`src/sv/bpi_pkg.sv`:
```
package bpi_pkg;

    localparam int COORD_BITS    = 16;
    localparam int FRACTION_BITS = 15;

    localparam int SIZE_BITS   = COORD_BITS - 1;
    localparam int EDGE_BITS   = COORD_BITS + 1;
    localparam int DIFF_BITS   = EDGE_BITS + 1;
    localparam int AREA_BITS   = 2 * SIZE_BITS;
    localparam int UNION_BITS  = AREA_BITS + 1;
    localparam int RATIO_BITS  = FRACTION_BITS + 1;
    localparam int DIV_STAGES  = FRACTION_BITS + 1;

    localparam logic [RATIO_BITS-1:0] RATIO_ONE = {1'b1, {FRACTION_BITS{1'b0}}};

    // dividend and divisor handed from the geometry front end to the divider
    typedef struct packed {
        logic [UNION_BITS-1:0] num;
        logic [UNION_BITS-1:0] den;
        logic                  ovl;
    } t_div_in;

endpackage

```
`src/sv/bpi_box_if.sv`:
```
interface bpi_box_if import bpi_pkg::*; ();
    logic                        valid;
    logic                        ready;
    logic signed [COORD_BITS-1:0] first_left;
    logic signed [COORD_BITS-1:0] first_top;
    logic [SIZE_BITS-1:0]         first_width;
    logic [SIZE_BITS-1:0]         first_height;
    logic signed [COORD_BITS-1:0] second_left;
    logic signed [COORD_BITS-1:0] second_top;
    logic [SIZE_BITS-1:0]         second_width;
    logic [SIZE_BITS-1:0]         second_height;

    modport source (
        output valid, first_left, first_top, first_width, first_height,
               second_left, second_top, second_width, second_height,
        input  ready
    );
    modport sink (
        input  valid, first_left, first_top, first_width, first_height,
               second_left, second_top, second_width, second_height,
        output ready
    );
endinterface

```
`src/sv/bpi_iou_if.sv`:
```
interface bpi_iou_if import bpi_pkg::*; ();
    logic                  valid;
    logic                  ready;
    logic [RATIO_BITS-1:0] overlap_ratio;
    logic                  overlaps;

    modport source (output valid, overlap_ratio, overlaps, input ready);
    modport sink   (input valid, overlap_ratio, overlaps, output ready);
endinterface

```
`src/sv/bpi_geom.sv`:
```
module bpi_geom import bpi_pkg::*; (
    input  logic          i_clk,
    input  logic          i_rst_n,
    bpi_box_if.sink       i_box,
    output logic          o_valid,
    input  logic          i_ready,
    output t_div_in       o_div
);

    logic r_vld1, r_vld2, r_vld3, r_vld4;
    logic en1, en2, en3, en4;

    // stage 1: edges and box areas
    logic signed [COORD_BITS-1:0] r1_xl, r1_yt, n1_xl, n1_yt;
    logic signed [EDGE_BITS-1:0]  r1_xr, r1_yb, n1_xr, n1_yb;
    logic signed [EDGE_BITS-1:0]  w_r1, w_r2, w_b1, w_b2;
    logic [AREA_BITS-1:0]         r1_a1, r1_a2;

    // stage 2: overlap extents and area sum
    logic signed [DIFF_BITS-1:0]  w_dx, w_dy;
    logic [SIZE_BITS-1:0]         r2_ix, r2_iy;
    logic                         r2_ovl;
    logic [UNION_BITS-1:0]        r2_asum;

    // stage 3: intersection area
    logic [AREA_BITS-1:0]         r3_inter;
    logic                         r3_ovl;
    logic [UNION_BITS-1:0]        r3_asum;

    // stage 4: union and divider operands
    logic [UNION_BITS-1:0]        w_uni;
    t_div_in                      r4_div, n4_div;

    assign en4 = !r_vld4 || i_ready;
    assign en3 = !r_vld3 || en4;
    assign en2 = !r_vld2 || en3;
    assign en1 = !r_vld1 || en2;
    assign i_box.ready = en1;

    always_ff @(posedge i_clk) begin
        if (!i_rst_n) begin
            r_vld1 <= 1'b0;
            r_vld2 <= 1'b0;
            r_vld3 <= 1'b0;
            r_vld4 <= 1'b0;
        end else begin
            if (en1) r_vld1 <= i_box.valid;
            if (en2) r_vld2 <= r_vld1;
            if (en3) r_vld3 <= r_vld2;
            if (en4) r_vld4 <= r_vld3;
        end
    end

    always_comb begin
        w_r1  = EDGE_BITS'(i_box.first_left)  + $signed(EDGE_BITS'(i_box.first_width));
        w_r2  = EDGE_BITS'(i_box.second_left) + $signed(EDGE_BITS'(i_box.second_width));
        w_b1  = EDGE_BITS'(i_box.first_top)   + $signed(EDGE_BITS'(i_box.first_height));
        w_b2  = EDGE_BITS'(i_box.second_top)  + $signed(EDGE_BITS'(i_box.second_height));
        n1_xl = (i_box.first_left > i_box.second_left) ? i_box.first_left : i_box.second_left;
        n1_yt = (i_box.first_top > i_box.second_top) ? i_box.first_top : i_box.second_top;
        n1_xr = (w_r1 < w_r2) ? w_r1 : w_r2;
        n1_yb = (w_b1 < w_b2) ? w_b1 : w_b2;
    end

    always_ff @(posedge i_clk) begin
        if (en1) begin
            r1_xl <= n1_xl;
            r1_yt <= n1_yt;
            r1_xr <= n1_xr;
            r1_yb <= n1_yb;
            r1_a1 <= AREA_BITS'(i_box.first_width) * AREA_BITS'(i_box.first_height);
            r1_a2 <= AREA_BITS'(i_box.second_width) * AREA_BITS'(i_box.second_height);
        end
    end

    assign w_dx = DIFF_BITS'(r1_xr) - DIFF_BITS'(r1_xl);
    assign w_dy = DIFF_BITS'(r1_yb) - DIFF_BITS'(r1_yt);

    always_ff @(posedge i_clk) begin
        if (en2) begin
            // touching edges give a zero extent and still count as overlap
            r2_ovl  <= !w_dx[DIFF_BITS-1] && !w_dy[DIFF_BITS-1];
            r2_ix   <= w_dx[SIZE_BITS-1:0];
            r2_iy   <= w_dy[SIZE_BITS-1:0];
            r2_asum <= UNION_BITS'(r1_a1) + UNION_BITS'(r1_a2);
        end
    end

    always_ff @(posedge i_clk) begin
        if (en3) begin
            r3_inter <= r2_ovl ? AREA_BITS'(r2_ix) * AREA_BITS'(r2_iy) : '0;
            r3_ovl   <= r2_ovl;
            r3_asum  <= r2_asum;
        end
    end

    assign w_uni = r3_asum - UNION_BITS'(r3_inter);

    always_comb begin
        n4_div.ovl = r3_ovl;
        // disjoint or empty union: divide zero by one so the quotient is zero
        if (!r3_ovl || w_uni == '0) begin
            n4_div.num = '0;
            n4_div.den = UNION_BITS'(1);
        end else begin
            n4_div.num = UNION_BITS'(r3_inter);
            n4_div.den = w_uni;
        end
    end

    always_ff @(posedge i_clk) begin
        if (en4) begin
            r4_div <= n4_div;
        end
    end

    assign o_valid = r_vld4;
    assign o_div   = r4_div;

    a_disjoint_zero: assert property (@(posedge i_clk) disable iff (!i_rst_n)
        r_vld4 && !r4_div.ovl |-> r4_div.num == '0)
        else $error("disjoint pair carries a nonzero dividend");

    a_num_le_den: assert property (@(posedge i_clk) disable iff (!i_rst_n)
        r_vld4 |-> r4_div.num <= r4_div.den && r4_div.den != '0)
        else $error("dividend exceeds divisor or divisor is zero");

    a_hold_on_stall: assert property (@(posedge i_clk) disable iff (!i_rst_n)
        r_vld4 && !i_ready |=> r_vld4 && $stable(r4_div))
        else $error("operands changed while the divider stalled");

endmodule

```
`src/sv/bpi_div.sv`:
```
module bpi_div import bpi_pkg::*; (
    input  logic          i_clk,
    input  logic          i_rst_n,
    input  logic          i_valid,
    output logic          o_ready,
    input  t_div_in       i_div,
    bpi_iou_if.source     o_iou
);

    logic                  r_vld [DIV_STAGES];
    logic                  en    [DIV_STAGES];
    logic [UNION_BITS-1:0] r_rem [DIV_STAGES];
    logic [UNION_BITS-1:0] r_den [DIV_STAGES];
    logic [RATIO_BITS-1:0] r_quo [DIV_STAGES];
    logic                  r_ovl [DIV_STAGES];

    // one restoring step per stage, first stage without the shift
    for (genvar k = 0; k < DIV_STAGES; k++) begin : g_stage
        logic                  p_vld;
        logic                  p_ovl;
        logic [UNION_BITS-1:0] p_den;
        logic [RATIO_BITS-1:0] p_quo;
        logic [UNION_BITS:0]   w_trial;
        logic                  w_take;
        logic [UNION_BITS-1:0] n_rem;
        logic [RATIO_BITS-1:0] n_quo;

        if (k == 0) begin : g_first
            assign p_vld   = i_valid;
            assign p_ovl   = i_div.ovl;
            assign p_den   = i_div.den;
            assign p_quo   = '0;
            assign w_trial = {1'b0, i_div.num};
        end else begin : g_next
            assign p_vld   = r_vld[k-1];
            assign p_ovl   = r_ovl[k-1];
            assign p_den   = r_den[k-1];
            assign p_quo   = r_quo[k-1];
            assign w_trial = {r_rem[k-1], 1'b0};
        end

        if (k == DIV_STAGES - 1) begin : g_last_en
            assign en[k] = !r_vld[k] || o_iou.ready;
        end else begin : g_mid_en
            assign en[k] = !r_vld[k] || en[k+1];
        end

        assign w_take = w_trial >= {1'b0, p_den};
        assign n_rem  = w_take ? UNION_BITS'(w_trial - {1'b0, p_den})
                               : w_trial[UNION_BITS-1:0];
        assign n_quo  = {p_quo[RATIO_BITS-2:0], w_take};

        always_ff @(posedge i_clk) begin
            if (!i_rst_n) begin
                r_vld[k] <= 1'b0;
            end else if (en[k]) begin
                r_vld[k] <= p_vld;
            end
        end

        always_ff @(posedge i_clk) begin
            if (en[k]) begin
                r_rem[k] <= n_rem;
                r_den[k] <= p_den;
                r_quo[k] <= n_quo;
                r_ovl[k] <= p_ovl;
            end
        end
    end

    assign o_ready             = en[0];
    assign o_iou.valid         = r_vld[DIV_STAGES-1];
    assign o_iou.overlap_ratio = r_quo[DIV_STAGES-1];
    assign o_iou.overlaps      = r_ovl[DIV_STAGES-1];

    a_rem_below_den: assert property (@(posedge i_clk) disable iff (!i_rst_n)
        r_vld[0] |-> r_rem[0] < r_den[0])
        else $error("partial remainder not below divisor");

    a_ratio_max: assert property (@(posedge i_clk) disable iff (!i_rst_n)
        o_iou.valid |-> o_iou.overlap_ratio <= RATIO_ONE)
        else $error("ratio above one");

    a_disjoint_ratio: assert property (@(posedge i_clk) disable iff (!i_rst_n)
        o_iou.valid && !o_iou.overlaps |-> o_iou.overlap_ratio == '0)
        else $error("disjoint pair with nonzero ratio");

endmodule

```
`src/sv/box_pair_iou.sv`:
```
// Channel   Dir  Interface    Payload
// i_box     in   bpi_box_if   first/second left, top (signed), width, height
// o_iou     out  bpi_iou_if   overlap_ratio (Q1.15), overlaps
//
// One box pair is taken per clock while i_box.ready is high. The path is four
// geometry stages (edges and areas, extents, intersection product, union) then
// a 16-stage restoring divider, one quotient bit per stage.
// Synchronous active-low reset clears the valid bit of every stage.
// A stall at o_iou holds each full stage; empty stages keep filling, so input
// is refused only once every stage holds a transfer.
module box_pair_iou import bpi_pkg::*; (
    input  logic       i_clk,
    input  logic       i_rst_n,
    bpi_box_if.sink    i_box,
    bpi_iou_if.source  o_iou
);

    logic    geom_valid;
    logic    div_ready;
    t_div_in geom_div;

    bpi_geom u_geom (
        .i_clk   (i_clk),
        .i_rst_n (i_rst_n),
        .i_box   (i_box),
        .o_valid (geom_valid),
        .i_ready (div_ready),
        .o_div   (geom_div)
    );

    bpi_div u_div (
        .i_clk   (i_clk),
        .i_rst_n (i_rst_n),
        .i_valid (geom_valid),
        .o_ready (div_ready),
        .i_div   (geom_div),
        .o_iou   (o_iou)
    );

endmodule
```
`src/flat_wrapper.sv`:
```
// flat-port wrapper written by rule: the top's interface ports become plain ports
module box_pair_iou_flat import bpi_pkg::*;
  (i_clk, i_rst_n, i_box_valid, i_box_first_left, i_box_first_top, i_box_first_width, i_box_first_height, i_box_second_left, i_box_second_top, i_box_second_width, i_box_second_height, i_box_ready, o_iou_valid, o_iou_overlap_ratio, o_iou_overlaps, o_iou_ready);
  bpi_box_if i_box_i ();
  bpi_iou_if o_iou_i ();
  input  logic i_clk;
  input  logic i_rst_n;
  input wire logic [$bits(i_box_i.valid)-1:0] i_box_valid;
  input wire logic [$bits(i_box_i.first_left)-1:0] i_box_first_left;
  input wire logic [$bits(i_box_i.first_top)-1:0] i_box_first_top;
  input wire logic [$bits(i_box_i.first_width)-1:0] i_box_first_width;
  input wire logic [$bits(i_box_i.first_height)-1:0] i_box_first_height;
  input wire logic [$bits(i_box_i.second_left)-1:0] i_box_second_left;
  input wire logic [$bits(i_box_i.second_top)-1:0] i_box_second_top;
  input wire logic [$bits(i_box_i.second_width)-1:0] i_box_second_width;
  input wire logic [$bits(i_box_i.second_height)-1:0] i_box_second_height;
  output wire logic [$bits(i_box_i.ready)-1:0] i_box_ready;
  output wire logic [$bits(o_iou_i.valid)-1:0] o_iou_valid;
  output wire logic [$bits(o_iou_i.overlap_ratio)-1:0] o_iou_overlap_ratio;
  output wire logic [$bits(o_iou_i.overlaps)-1:0] o_iou_overlaps;
  input wire logic [$bits(o_iou_i.ready)-1:0] o_iou_ready;
  assign i_box_i.valid = i_box_valid;
  assign i_box_i.first_left = i_box_first_left;
  assign i_box_i.first_top = i_box_first_top;
  assign i_box_i.first_width = i_box_first_width;
  assign i_box_i.first_height = i_box_first_height;
  assign i_box_i.second_left = i_box_second_left;
  assign i_box_i.second_top = i_box_second_top;
  assign i_box_i.second_width = i_box_second_width;
  assign i_box_i.second_height = i_box_second_height;
  assign i_box_ready = i_box_i.ready;
  assign o_iou_valid = o_iou_i.valid;
  assign o_iou_overlap_ratio = o_iou_i.overlap_ratio;
  assign o_iou_overlaps = o_iou_i.overlaps;
  assign o_iou_i.ready = o_iou_ready;
  box_pair_iou u_core (.i_clk(i_clk), .i_rst_n(i_rst_n), .i_box(i_box_i), .o_iou(o_iou_i));
endmodule
```
`config.mk`:
```
export PLATFORM = sky130hd
export DESIGN_NAME = box_pair_iou_flat
export DESIGN_NICKNAME = d
export VERILOG_FILES = /design/src/sv/bpi_pkg.sv /design/src/sv/bpi_box_if.sv /design/src/sv/bpi_iou_if.sv /design/src/sv/bpi_geom.sv /design/src/sv/bpi_div.sv /design/src/sv/box_pair_iou.sv /design/src/flat_wrapper.sv
export SDC_FILE = /design/constraint.sdc
export NUM_CORES = 2
export LEC_CHECK = 0
export ABC_AREA = 1
export ABC_CLOCK_PERIOD_IN_PS = 24500
export BUFFER_PORTS_ARGS = -buffer_cell sky130_fd_sc_hd__clkbuf_2
export CORE_MARGIN = 5
export CORE_UTILIZATION = 40
export DETAILED_ROUTE_END_ITERATION = 8
export SYNTH_ARGS = -nofsm -noshare
export SYNTH_HDL_FRONTEND = slang
export SYNTH_SLANG_ARGS = --single-unit
```
`constraint.sdc`:
```
create_clock -name i_clk -period 24.5 [get_ports i_clk]
set_clock_uncertainty 0.15 [all_clocks]
set_input_delay 2.45 -clock i_clk [delete_from_list [all_inputs] [get_ports i_clk]]
set_output_delay 2.45 -clock i_clk [all_outputs]
set_load 0.005 [all_outputs]
```
==> flow_metrics.env <==
export IMPL_grt_pass1_vias=77630
export IMPL_yosysWarningCount=0
export IMPL_grt_pass1_wl_um=438100
export IMPL_wire_per_inst_um=17.77
export IMPL_overflow=0
export IMPL_status="finished clean"
export IMPL_drcViolationCount=0
export IMPL_rows=190
export IMPL_layout_common_cells="nand2_1 (2602), inv_1 (2304), edfxtp_1 (1409)"
export IMPL_clock_sinks=1414
export IMPL_synthDistinctLibCells=57
export IMPL_syn_mean_instance_area_um2=8.927
export IMPL_synth_edf_count=1409
export IMPL_hold_path_class="flip-flop to flip-flop"
export IMPL_crit_path_end_kind="output pin"
export IMPL_drt_first_iter_violations=6148
export IMPL_dr_total_vias=79930
export IMPL_detail_route_vias_per_cell=5.049
export IMPL_fmax_mhz=116.0
export IMPL_final_period_utilization_pct=35.17
export IMPL_synthesis_nets=13660
export IMPL_antenna_found_initial=7
export IMPL_slew_headroom_pct=30.80
export IMPL_fp_dieH_um=527.9
export IMPL_fin_crit_ns=8.618
export IMPL_postCtsSetupBuffers=0
export IMPL_setup_violations_final=0
export IMPL_cap_violations=0
export IMPL_ys_ff_latch=1414
export IMPL_cp_required_ns=21.90
export IMPL_ys_flop_type="edfxtp_1"
export IMPL_layout_drive_gt1_share_pct=4.424
export IMPL_final_antenna_net_count=0
export IMPL_cts_buffers=154
export IMPL_clock_path_buffers=3
export IMPL_num_fill_cells=26180
export IMPL_start_util_pct=40.11
export IMPL_yosysTopAreaCell="edfxtp_1"
export IMPL_hold_viol_final=0
export IMPL_place_gp_congestion=0.9339
export IMPL_first_pass_iters=5
export IMPL_h_tree_depth=4
export IMPL_cp_arrival_ns=6.02
export IMPL_cts_reportedPaths_clkPinSlew_ns=0.06
export IMPL_postCtsHoldBufs=0
export IMPL_synthArstFlopShare_pct=0
export IMPL_tightestPinTransition_ns=1.038
export IMPL_crit_path_start_kind="primary input"
export IMPL_root_buffer="clkbuf_16"
export IMPL_design_core_area_um2=267400
export IMPL_io_buffers=146
export IMPL_nets=13790
export IMPL_synth_top_area_share_pct=39.44
export IMPL_dieWidth_um=527.9
export IMPL_slew_viol_final=0
export IMPL_cts_resized=0
export IMPL_final_util_pct=43.75
export IMPL_syn_to_final_growth_pct=9.088
export IMPL_drt_total_wl_um=281300
export IMPL_grt_max_degree=84
export IMPL_cp_max_fo=46
export IMPL_grt_usage_pct=19.87
export IMPL_synth_top_cells_by_area="edfxtp_1 (39%), ha_1 (12%), fa_1 (9.8%), nand2_1 (9.1%), inv_1 (8.1%)"
export IMPL_rrSetupSlack_ns=18.10
export IMPL_io_pins=147
export IMPL_rsz0062_at_grt="no"
export IMPL_dieArea_um2=278600
export IMPL_final_common_cell="nand2_1"
export IMPL_syn_area_um2=107300
export IMPL_fin_setup_tns_ns=0
export IMPL_dpl_hpwl_um=227400
export IMPL_clkLatencyLatePin_ns=0.81
export IMPL_ys_seq_area_share_pct=39.54
export IMPL_syn_instance_count=12020
export IMPL_cts_tree="yes"
export IMPL_critPathKind="primary input to output pin"
## layout make-up
cell class / count / area, um2 / area share (%)
Antenna cell: 5 / 12.51 / 0.01069
Clock buffer: 175 / 3933 / 3.361
Clock inverter: 107 / 1211 / 1.035
Inverter: 2322 / 8716 / 7.448
Multi-Input combinational cell: 8076 / 55300 / 47.26
Sequential cell: 1414 / 42410 / 36.24
Tap cell: 3552 / 4444 / 3.798
Timing Repair Buffer: 180 / 985.9 / 0.8426
## metrics by stage
| stage | worst slack (ns) | instance area, um2 | cells | hold slack (ns) |
|---|---|---|---|---|
| after floorplan | 9.534 | 107300 | 12020 | 0.2503 |
| after global placement | 15.88 | 111900 | 15540 | 0.2503 |
| after detailed placement | 15.84 | 111900 | 15540 | 0.2545 |
| after CTS | 15.82 | 117000 | 15830 | 0.2520 |
| after global routing | 15.49 | 117000 | 15830 | 0.2555 |
| final | 15.88 | 117000 | 15830 | 0.2561 |
## synth_stat cells (all sizes together), types with 2 or more instances
master	number
nand2	2608
o221a	4
nand4	109
nor4b	3
clkbuf	126
fa	524
edfxtp	1409
a221oi	20
nor4	31
nor2	696
a211oi	18
nand3	336
a2111oi	2
clkinv	2
xnor2	304
a31oi	122
o21ai	771
o2111ai	5
inv	2320
buf	78
nand3b	24
a21o	75
o31ai	23
nor3b	8
o211ai	13
ha	994
xor2	225
and3	5
o311ai	2
dfxtp	5
or2	48
o21a	62
nor3	109
o21bai	50
a21oi	833
o221ai	5
a21boi	44
## metal layers
| metal | GRT usage (%) | part of all wire, % |
|---|---|---|
| met1 | 26.70 | 44 |
| met2 | 33.94 | 48 |
| met3 | 2.335 | 5.1 |
| met4 | 5.586 | 2.9 |
| met5 | 0 | 0.0046 |
## kinds of logic after synthesis
| logic type | share of synthesized area, % |
|---|---|
| AND/OR/NAND/NOR | 15.14 |
| flip-flops | 39.54 |
| adder cells (fa/ha/maj) | 21.37 |
| AO/OA/AOI/OAI | 10.66 |
| buffers and inverters | 8.972 |
| XOR/XNOR | 4.319 |
## critical path: stages
cell and delay, ns:
clkbuf_2 0.08, inv_1 0.09, nand4_4 0.27, nor3_4 0.32
nand4_4 0.25, nor2_4 0.28, nand4_4 0.40, nor2_4 0.38
nand4_4 0.44, nor2_4 0.34, nand4_1 0.12, buf_4 0.31
clkbuf_2 0.23
## final timing paths
check                                            from                                       end  depth (start not counted)
setup / recovery                          o_iou_ready                               i_box_ready                         13
setup reg to reg    u_core.u_geom.r2_ix[10]$_DFFE_PP_  u_core.u_geom.r3_inter[22]$_SDFFCE_PN0P_                         24
hold reg to reg   u_core.u_div.r_quo[0][67]$_DFFE_PP_       u_core.u_div.r_quo[0][84]$_DFFE_PP_                          0
hold / removal    u_core.u_div.r_quo[0][67]$_DFFE_PP_       u_core.u_div.r_quo[0][84]$_DFFE_PP_                          0
## state kept, by name, indices dropped and copies added, names as in the netlist, 17 cells and up
register,cells
u_core.u_geom.o_div,62
u_core.u_geom.r3_asum,31
u_core.u_geom.r2_asum,31
u_core.u_geom.r1_yb,17
u_core.u_geom.r3_inter,30
u_core.u_div.r_quo,136
u_core.u_geom.r1_a2,30
u_core.u_div.r_rem,465
u_core.u_geom.r1_xr,17
u_core.u_geom.r1_a1,30
u_core.u_div.r_den,465
Power is not shown: default switching activity piles up to over one toggle a cycle in this logic, so the estimate is an artifact.
